[config.mk]
export PLATFORM = sky130hd
export DESIGN_NAME = lrct_ctrl
export DESIGN_NICKNAME = d
export VERILOG_FILES = /design/src/rtl/lrct_pkg.sv /design/src/rtl/lrct_ctrl.sv
export SDC_FILE = /design/constraint.sdc
export NUM_CORES = 1
export LEC_CHECK = 0
export ABC_CLOCK_PERIOD_IN_PS = 1300
export BUFFER_PORTS_ARGS = -buffer_cell sky130_fd_sc_hd__buf_4
export CAP_MARGIN = 20
export CORE_AREA = 2 2 39 41
export CTS_BUF_LIST = sky130_fd_sc_hd__clkbuf_8
export DETAILED_ROUTE_END_ITERATION = 8
export DIE_AREA = 0 0 41 43
export PLACE_DENSITY_LB_ADDON = 0.1
export SLEW_MARGIN = 20
export SYNTH_ARGS = -nofsm -noshare
export SYNTH_HDL_FRONTEND = slang
export SYNTH_SLANG_ARGS = --single-unit
[constraint.sdc]
create_clock -name clk -period 1.3 [get_ports clk]
set_clock_uncertainty 0.15 [all_clocks]
set_input_delay 0.195 -clock clk [delete_from_list [all_inputs] [get_ports clk]]
set_output_delay 0.195 -clock clk [all_outputs]
set_load 0.01 [all_outputs]
[src/rtl/lrct_pkg.sv]
`default_nettype none

package lrct_pkg;

    localparam int TABLE_ENTRIES = 64;
    localparam int IDX_W         = $clog2(TABLE_ENTRIES);
    localparam int SCAN_W        = $clog2(TABLE_ENTRIES + 1);
    localparam int KEY_W         = 64;
    localparam int COUNT_W       = 64;
    localparam int SLOT_W        = KEY_W + COUNT_W;

    localparam logic REQ_INC = 1'b0;
    localparam logic REQ_DEC = 1'b1;

    typedef enum logic [1:0] {
        ST_IDLE,
        ST_SCAN,
        ST_UPDATE
    } ctrl_state_t;

    typedef struct packed {
        logic start;
        logic scan;
        logic commit;
    } dp_cmd_t;

    typedef struct packed {
        logic scan_done;
        logic out_free;
    } dp_status_t;

endpackage

`default_nettype wire

[src/rtl/lrct_ctrl.sv]
`default_nettype none

module lrct_ctrl (
    input  wire logic                clk,
    input  wire logic                rst_n,
    input  wire logic                in_valid,
    output logic                     in_ready,
    output lrct_pkg::dp_cmd_t        cmd,
    input  wire lrct_pkg::dp_status_t status
);

    import lrct_pkg::*;

    ctrl_state_t state_reg;
    ctrl_state_t state_next;

    always_ff @(posedge clk or negedge rst_n)
    begin
        if (!rst_n)
        begin
            state_reg <= ST_IDLE;
        end
        else
        begin
            state_reg <= state_next;
        end
    end

    always_comb
    begin
        state_next = state_reg;
        unique case (state_reg)
            ST_IDLE:
            begin
                if (in_valid)
                begin
                    state_next = ST_SCAN;
                end
            end
            ST_SCAN:
            begin
                if (status.scan_done)
                begin
                    state_next = ST_UPDATE;
                end
            end
            ST_UPDATE:
            begin
                if (status.out_free)
                begin
                    state_next = ST_IDLE;
                end
            end
            default:
            begin
                state_next = ST_IDLE;
            end
        endcase
    end

    always_comb
    begin
        in_ready   = 1'b0;
        cmd.start  = 1'b0;
        cmd.scan   = 1'b0;
        cmd.commit = 1'b0;
        unique case (state_reg)
            ST_IDLE:
            begin
                in_ready  = 1'b1;
                cmd.start = in_valid;
            end
            ST_SCAN:
            begin
                cmd.scan = 1'b1;
            end
            ST_UPDATE:
            begin
                cmd.commit = status.out_free;
            end
            default:
            begin
                in_ready = 1'b0;
            end
        endcase
    end

    a_start_scan: assert property (@(posedge clk) disable iff (!rst_n)
        cmd.start |=> state_reg == ST_SCAN)
        else $error("accepted word did not start a scan");

    a_scan_hold: assert property (@(posedge clk) disable iff (!rst_n)
        (state_reg == ST_SCAN && !status.scan_done) |=> state_reg == ST_SCAN)
        else $error("scan left early");

    a_update_stall: assert property (@(posedge clk) disable iff (!rst_n)
        (state_reg == ST_UPDATE && !status.out_free) |=> state_reg == ST_UPDATE)
        else $error("update left while output busy");

endmodule

`default_nettype wire

==> results of run 1 <==
path summary, 6_finish.rpt:
path / to / cells past startpoint
hold reg to reg: state_reg[0] / 1
setup / recovery: cmd[2] / 3
min in group asynchronous: state_reg[0] / 2
setup reg to reg: state_reg[1] / 2
max in group asynchronous: state_reg[1] / 2
hold / removal: state_reg[1] / 2
where the power goes:
group / switching [W] / internal [W]
clock: 0.0000467 / 0.000196
combinational: 0.0000893 / 0.000135
sequential: 0.0000543 / 0.0000971
total: 0.000190 / 0.000428
kinds of logic after synthesis:
kind of cell	synth area share (%)
simple gates	42.5
compound gates	11.5
flops	46.0
final cells by class:
| class | instances | area, um^2 | share of cell area, % |
|---|---|---|---|
| Tap cell | 16 | 20.0 | 8.00 |
| Timing Repair Buffer | 9 | 70.1 | 28.0 |
| Sequential cell | 2 | 52.6 | 21.0 |
| Multi-Input combinational cell | 10 | 66.3 | 26.5 |
| Clock buffer | 3 | 41.3 | 16.5 |
per-stage QoR:
stage                     setup WS [ps]  utilization [%]  TNS (ps)  total power (W)  hold WS [ps]
after floorplan                     146                -         0         0.000230          -251
after global placement              149             13.7         0         0.000346          -172
after detailed placement            136             13.7         0         0.000347          -172
after CTS                         -65.2             17.5     -75.4         0.000613          58.9
after global routing              -91.7             18.1      -139         0.000672          64.6
final                             -33.0             18.1     -33.0         0.000619          64.4
worst reg2reg max path, cell delays in order (launching register included):
cell and delay, ps:
dfrtp_2 430, nor2b_2 170, a21o_1 180
cells in the final DEF (no fill, tap or decap):
cell type | Yosys | routed
nand2b_1 | 2 | 2
nor2b_2 | 1 | 1
buf_4 | 0 | 8
nor2_4 | 0 | 1
clkbuf_8 | 0 | 3
nor2_1 | 2 | 1
dlygate4sd3_1 | 0 | 1
a21oi_1 | 1 | 1
and2_1 | 1 | 1
nor3b_1 | 1 | 1
a21o_1 | 1 | 1
nand2_1 | 1 | 1
dfrtp_2 | 0 | 2
layer usage:
metal	vias to the layer above	part of all wire [%]	track usage, %
met2	6	47	4.38
met4	0	0	6.00
met3	0	11	1.57
met1	57	42	4.79
li1	65	-	-
met5	-	0	0
what timing repair did:
action	CTS	global route
pin swaps	2	1
hold buffers	1	0
hold endpoints to repair	2	0
setup endpoints to repair	1	3
gates resized for setup	1	3
==> run metrics, run 1 <==
slowest CP cell=dfrtp_2; Antenna diodes=0; port bufs=8; gr ovfl total=0; FF-to-FF setup slack=250 ps; critical-path cell list=nor2_4 > and2_1 > buf_4; fin worst setup slack=-33.0 ps; number of DRC markers in iteration 0=1; Placed Cells=36; worst-skew pair later-pin latency=210 ps; Setup Buffers After CTS=0; Yosys warnings=0; top cell type's share of synthesized area=46.0%; post-synthesis sequential element count=2; clk buf depth=2; PD cells=2470 nW/um^2; Startpoint Class=flip-flop; first-pass GRT wire length=427 um; Critical Path AT=990 ps; Post-synth EDFFs=0; top cells by count, synth=dfrtp_1, nand2b_1, nor2_1; Leak=0.118 nW; gpl congestion=0.531; Synthesized Nets=17; floorplan core area=1380 um^2; Pre-antenna DRT Iters=3; final period utilization=103%; post-DR wirelength/cell=7.95 um; clock root cell=clkbuf_8; largest net degree at the start of global routing=7; DIE AREA=1760 um^2; status=finished with violations; max_cap viols=0; H-tree levels=1; worst r2r src=state_reg[0]; Max VDD drop=0.800 mV; CP endpoint kind=output pin; Rel. slew slack=89.3%; WS Path Type=reg -> out; fraction of layout cells with a size suffix above 1=62.5%; hold crit path type=in -> reg; post-DP HPWL=239 um; height of the die=43 um; Critical Path Fanout Max=6; RSZ-0062 raised after global routing=yes; max incr delay on CP=430 ps; crit path launch=state_reg[0]; Antenna Nets Post-Route=0; clock slew at reported path FFs=30 ps; family with the most delay on the worst path=flip-flops; minimum clock period=1330 ps; final setup fails=1; clk sinks=2; worst min-delay path startpoint=status[1]; mapped cell area=109 um^2; Hold Vio Cnt, Final=0; Area contributors post-synth=dfrtp_1, nand2b_1, nor2b_2; vias in the first global route=102; dominant cell type by area after synthesis=dfrtp_1; P&R area growth vs syn=130%; Most used DFF post-synth=dfrtp_1; Nets=31; initial antenna violation count=0; buffers plus inverters on the worst setup path=1; total track usage=4.11%; Mapped Cells=12; Vias=128; Initial Util=7.87%; DP Area=189 um^2; violations in the final reports=negative setup slack; worst-margin pin slew=160 ps; CTS tree=built; max FFs per register=2; Finished Layout Cells=40; post-synthesis sequential area ratio=46.0%; Async SR Flop Fraction=100%; WP data required=950 ps; Avg Inst Size Synth=9.07 um^2; Fmax=750 MHz; count of cell types in the netlist=9; die width=41 um; total CTS buffers=3; design area=250 um^2; # rows=14; Max Slew Vio Count=0; vias per cell=3.20; Post-Route WL=318 um; Residual DRC=0; IO Pins=9; Layout fillers=159
Power figures use the tool's default switching activity.
==> inputs of run 2 (changes only) <==
- CORE_AREA: 2 2 39 41 -> 8 8 45 47
- DIE_AREA: 0 0 41 43 -> 0 0 53 55
- HOLD_SLACK_MARGIN: default -> 0.03
==> run metrics, run 2 (synthesized netlist as in run 1, its figures left out) <==
Max VDD drop=0.805 mV (+0.56%); initial antenna violation count=0 (unchanged); Net Sw Frac=30.8% (about the same); Hold Vio Cnt, Final=0 (unchanged); fin util=18.5% (+0.45 points); Critical Path Fanout Max=5 (-1); Pint=0.000443 W (+3.4%); vias in the first global route=141 (+38%); post-DP HPWL=283 um (+18%); Critical Path AT=990 ps (about the same); floorplan core area=1380 um^2 (unchanged); Place WS=145 ps (+9.06 ps); most frequent cells in the layout=buf_4, clkbuf_8, nand2b_1, dfrtp_2; Reg power frac=24.1% (-0.4 points); final setup fails=2 (+1); RSZ-0062 raised after global routing=yes; worst-margin pin slew=158 ps (-1.64 ps); height of the die=55 um (+28%); Initial Util=7.87% (unchanged); Vias=124 (-3.1%); Post-Route WL=372 um (+17%); number of DRC markers in iteration 0=1 (unchanged); minimum clock period=1340 ps (+2.15 ps); H-tree levels=1 (unchanged); P&R area growth vs syn=136%; Setup Buffers After CTS=0 (unchanged); Pre-antenna DRT Iters=3 (unchanged); Fmax=749 MHz (-0.16%); gpl congestion=0.584 (+9.9%); Antenna diodes=0 (unchanged); net switching power=0.000197 W (+3.3%); Placed Cells=36 (unchanged); Leak=0.121 nW (+2.6%); largest net degree at the start of global routing=7 (unchanged); CTS tree=built; worst hold slack=53.4 ps (-11.0 ps); clk buf depth=2 (unchanged); fraction of layout cells with a size suffix above 1=66.7% (+4.2 points); Nets=31 (unchanged); total CTS buffers=3 (unchanged); post-DR wirelength/cell=9.30 um (+17%); Clock Power Share=38.0% (-1.2 points); clock root cell=clkbuf_8; final period utilization=103% (+0.17 points); vias per cell=3.10 (-3.1%); PD cells=2490 nW/um^2 (+0.82%); total track usage=3.12% (-0.99 points); port bufs=8 (unchanged); Finished Layout Cells=40 (unchanged); status=finished with violations; CP endpoint kind=output pin; worst-skew pair later-pin latency=210 ps (about the same); max FFs per register=2 (unchanged); most common cell after layout, fill and taps aside=buf_4; Max Slew Vio Count=0 (unchanged); die width=53 um (+29%); fin worst setup slack=-35.2 ps (-2.15 ps); Tot Pwr=0.000639 W (+3.3%); Startpoint Class=flip-flop; Residual DRC=0 (unchanged); Rel. slew slack=89.4% (+0.11 points); gr ovfl total=0 (unchanged); clk sinks=2 (unchanged); clock slew at reported path FFs=30 ps (about the same); IO Pins=9 (unchanged); max_cap viols=0 (unchanged); Antenna Nets Post-Route=0 (unchanged); first-pass GRT wire length=607 um (+42%); # rows=14 (unchanged); hold crit path type=in -> reg; WS Path Type=reg -> out; Comb power frac=37.9% (+1.6 points); Layout fillers=164 (+3.1%); violations in the final reports=negative setup slack; WP data required=950 ps (about the same); DIE AREA=2920 um^2 (+65%)
[run 2: cell count changes in the layout (fill, tap and decap cells not counted)]
cell	delta
and2_4	+1
buf_4	-1
and2_1	-1
buf_6	+1
[run 2: final timing paths]
path,endpoint,slack [ps],depth (start not counted),startpoint
setup / recovery,cmd[2],-40,3,state_reg[1]
min in group asynchronous,state_reg[0],150,2,rst_n
max in group asynchronous,state_reg[1],750,2,rst_n
hold / removal,state_reg[1],50,2,status[1]
setup reg to reg,state_reg[1],250,2,state_reg[0]
hold reg to reg,state_reg[0],370,1,state_reg[1]
[run 2: timing repair]
| action | CTS | global route |
|---|---|---|
| endpoints found under the setup margin | 2 | 3 |
| gates cloned | 0 | 0 |
| pin swaps | 2 | 0 |
| hold buffers | 1 | 0 |
| hold endpoints to repair | 2 | 0 |
| resized for setup | 0 | 6 |
[run 2: power by group through the flow]
stage          combinational, W  sequential (W)  clock [W]
2_1_floorplan          0.000109        0.000121          0
5_1_grt                0.000265        0.000157   0.000263
4_1_cts                0.000220        0.000132   0.000251
3_3_place_gp           0.000219        0.000132          0
3_5_place_dp           0.000218        0.000133          0
6_report               0.000242        0.000154   0.000243
[run 2: cell type report]
type	count	area, um^2	area share [%]
repair buffers	9	73.8	28.8
multi-input cells	10	68.8	26.8
flip-flops and latches	2	52.6	20.5
clock buffers	3	41.3	16.1
well taps	16	20.0	7.80
[run 2: through the flow]
step | cell area (um^2) | TNS (ps)
final | 256 | -39.9
after floorplan | 109 | 0
after global routing | 256 | -100
after detailed placement | 189 | 0
after CTS | 240 | -74.0
after global placement | 189 | 0
[run 2: worst max-delay path, cell delays in order, from the launching register on]
cell	delay, ps
dfrtp_2	440
nor2_4	120
and2_4	140
buf_6	90
[run 2: routing by layer]
metal,global-route usage (%),up-vias,wire [um]
li1,-,63,-
met5,0,-,0
met2,3.71,6,156
met3,2.67,0,58
met4,3.88,0,0
met1,2.89,55,158
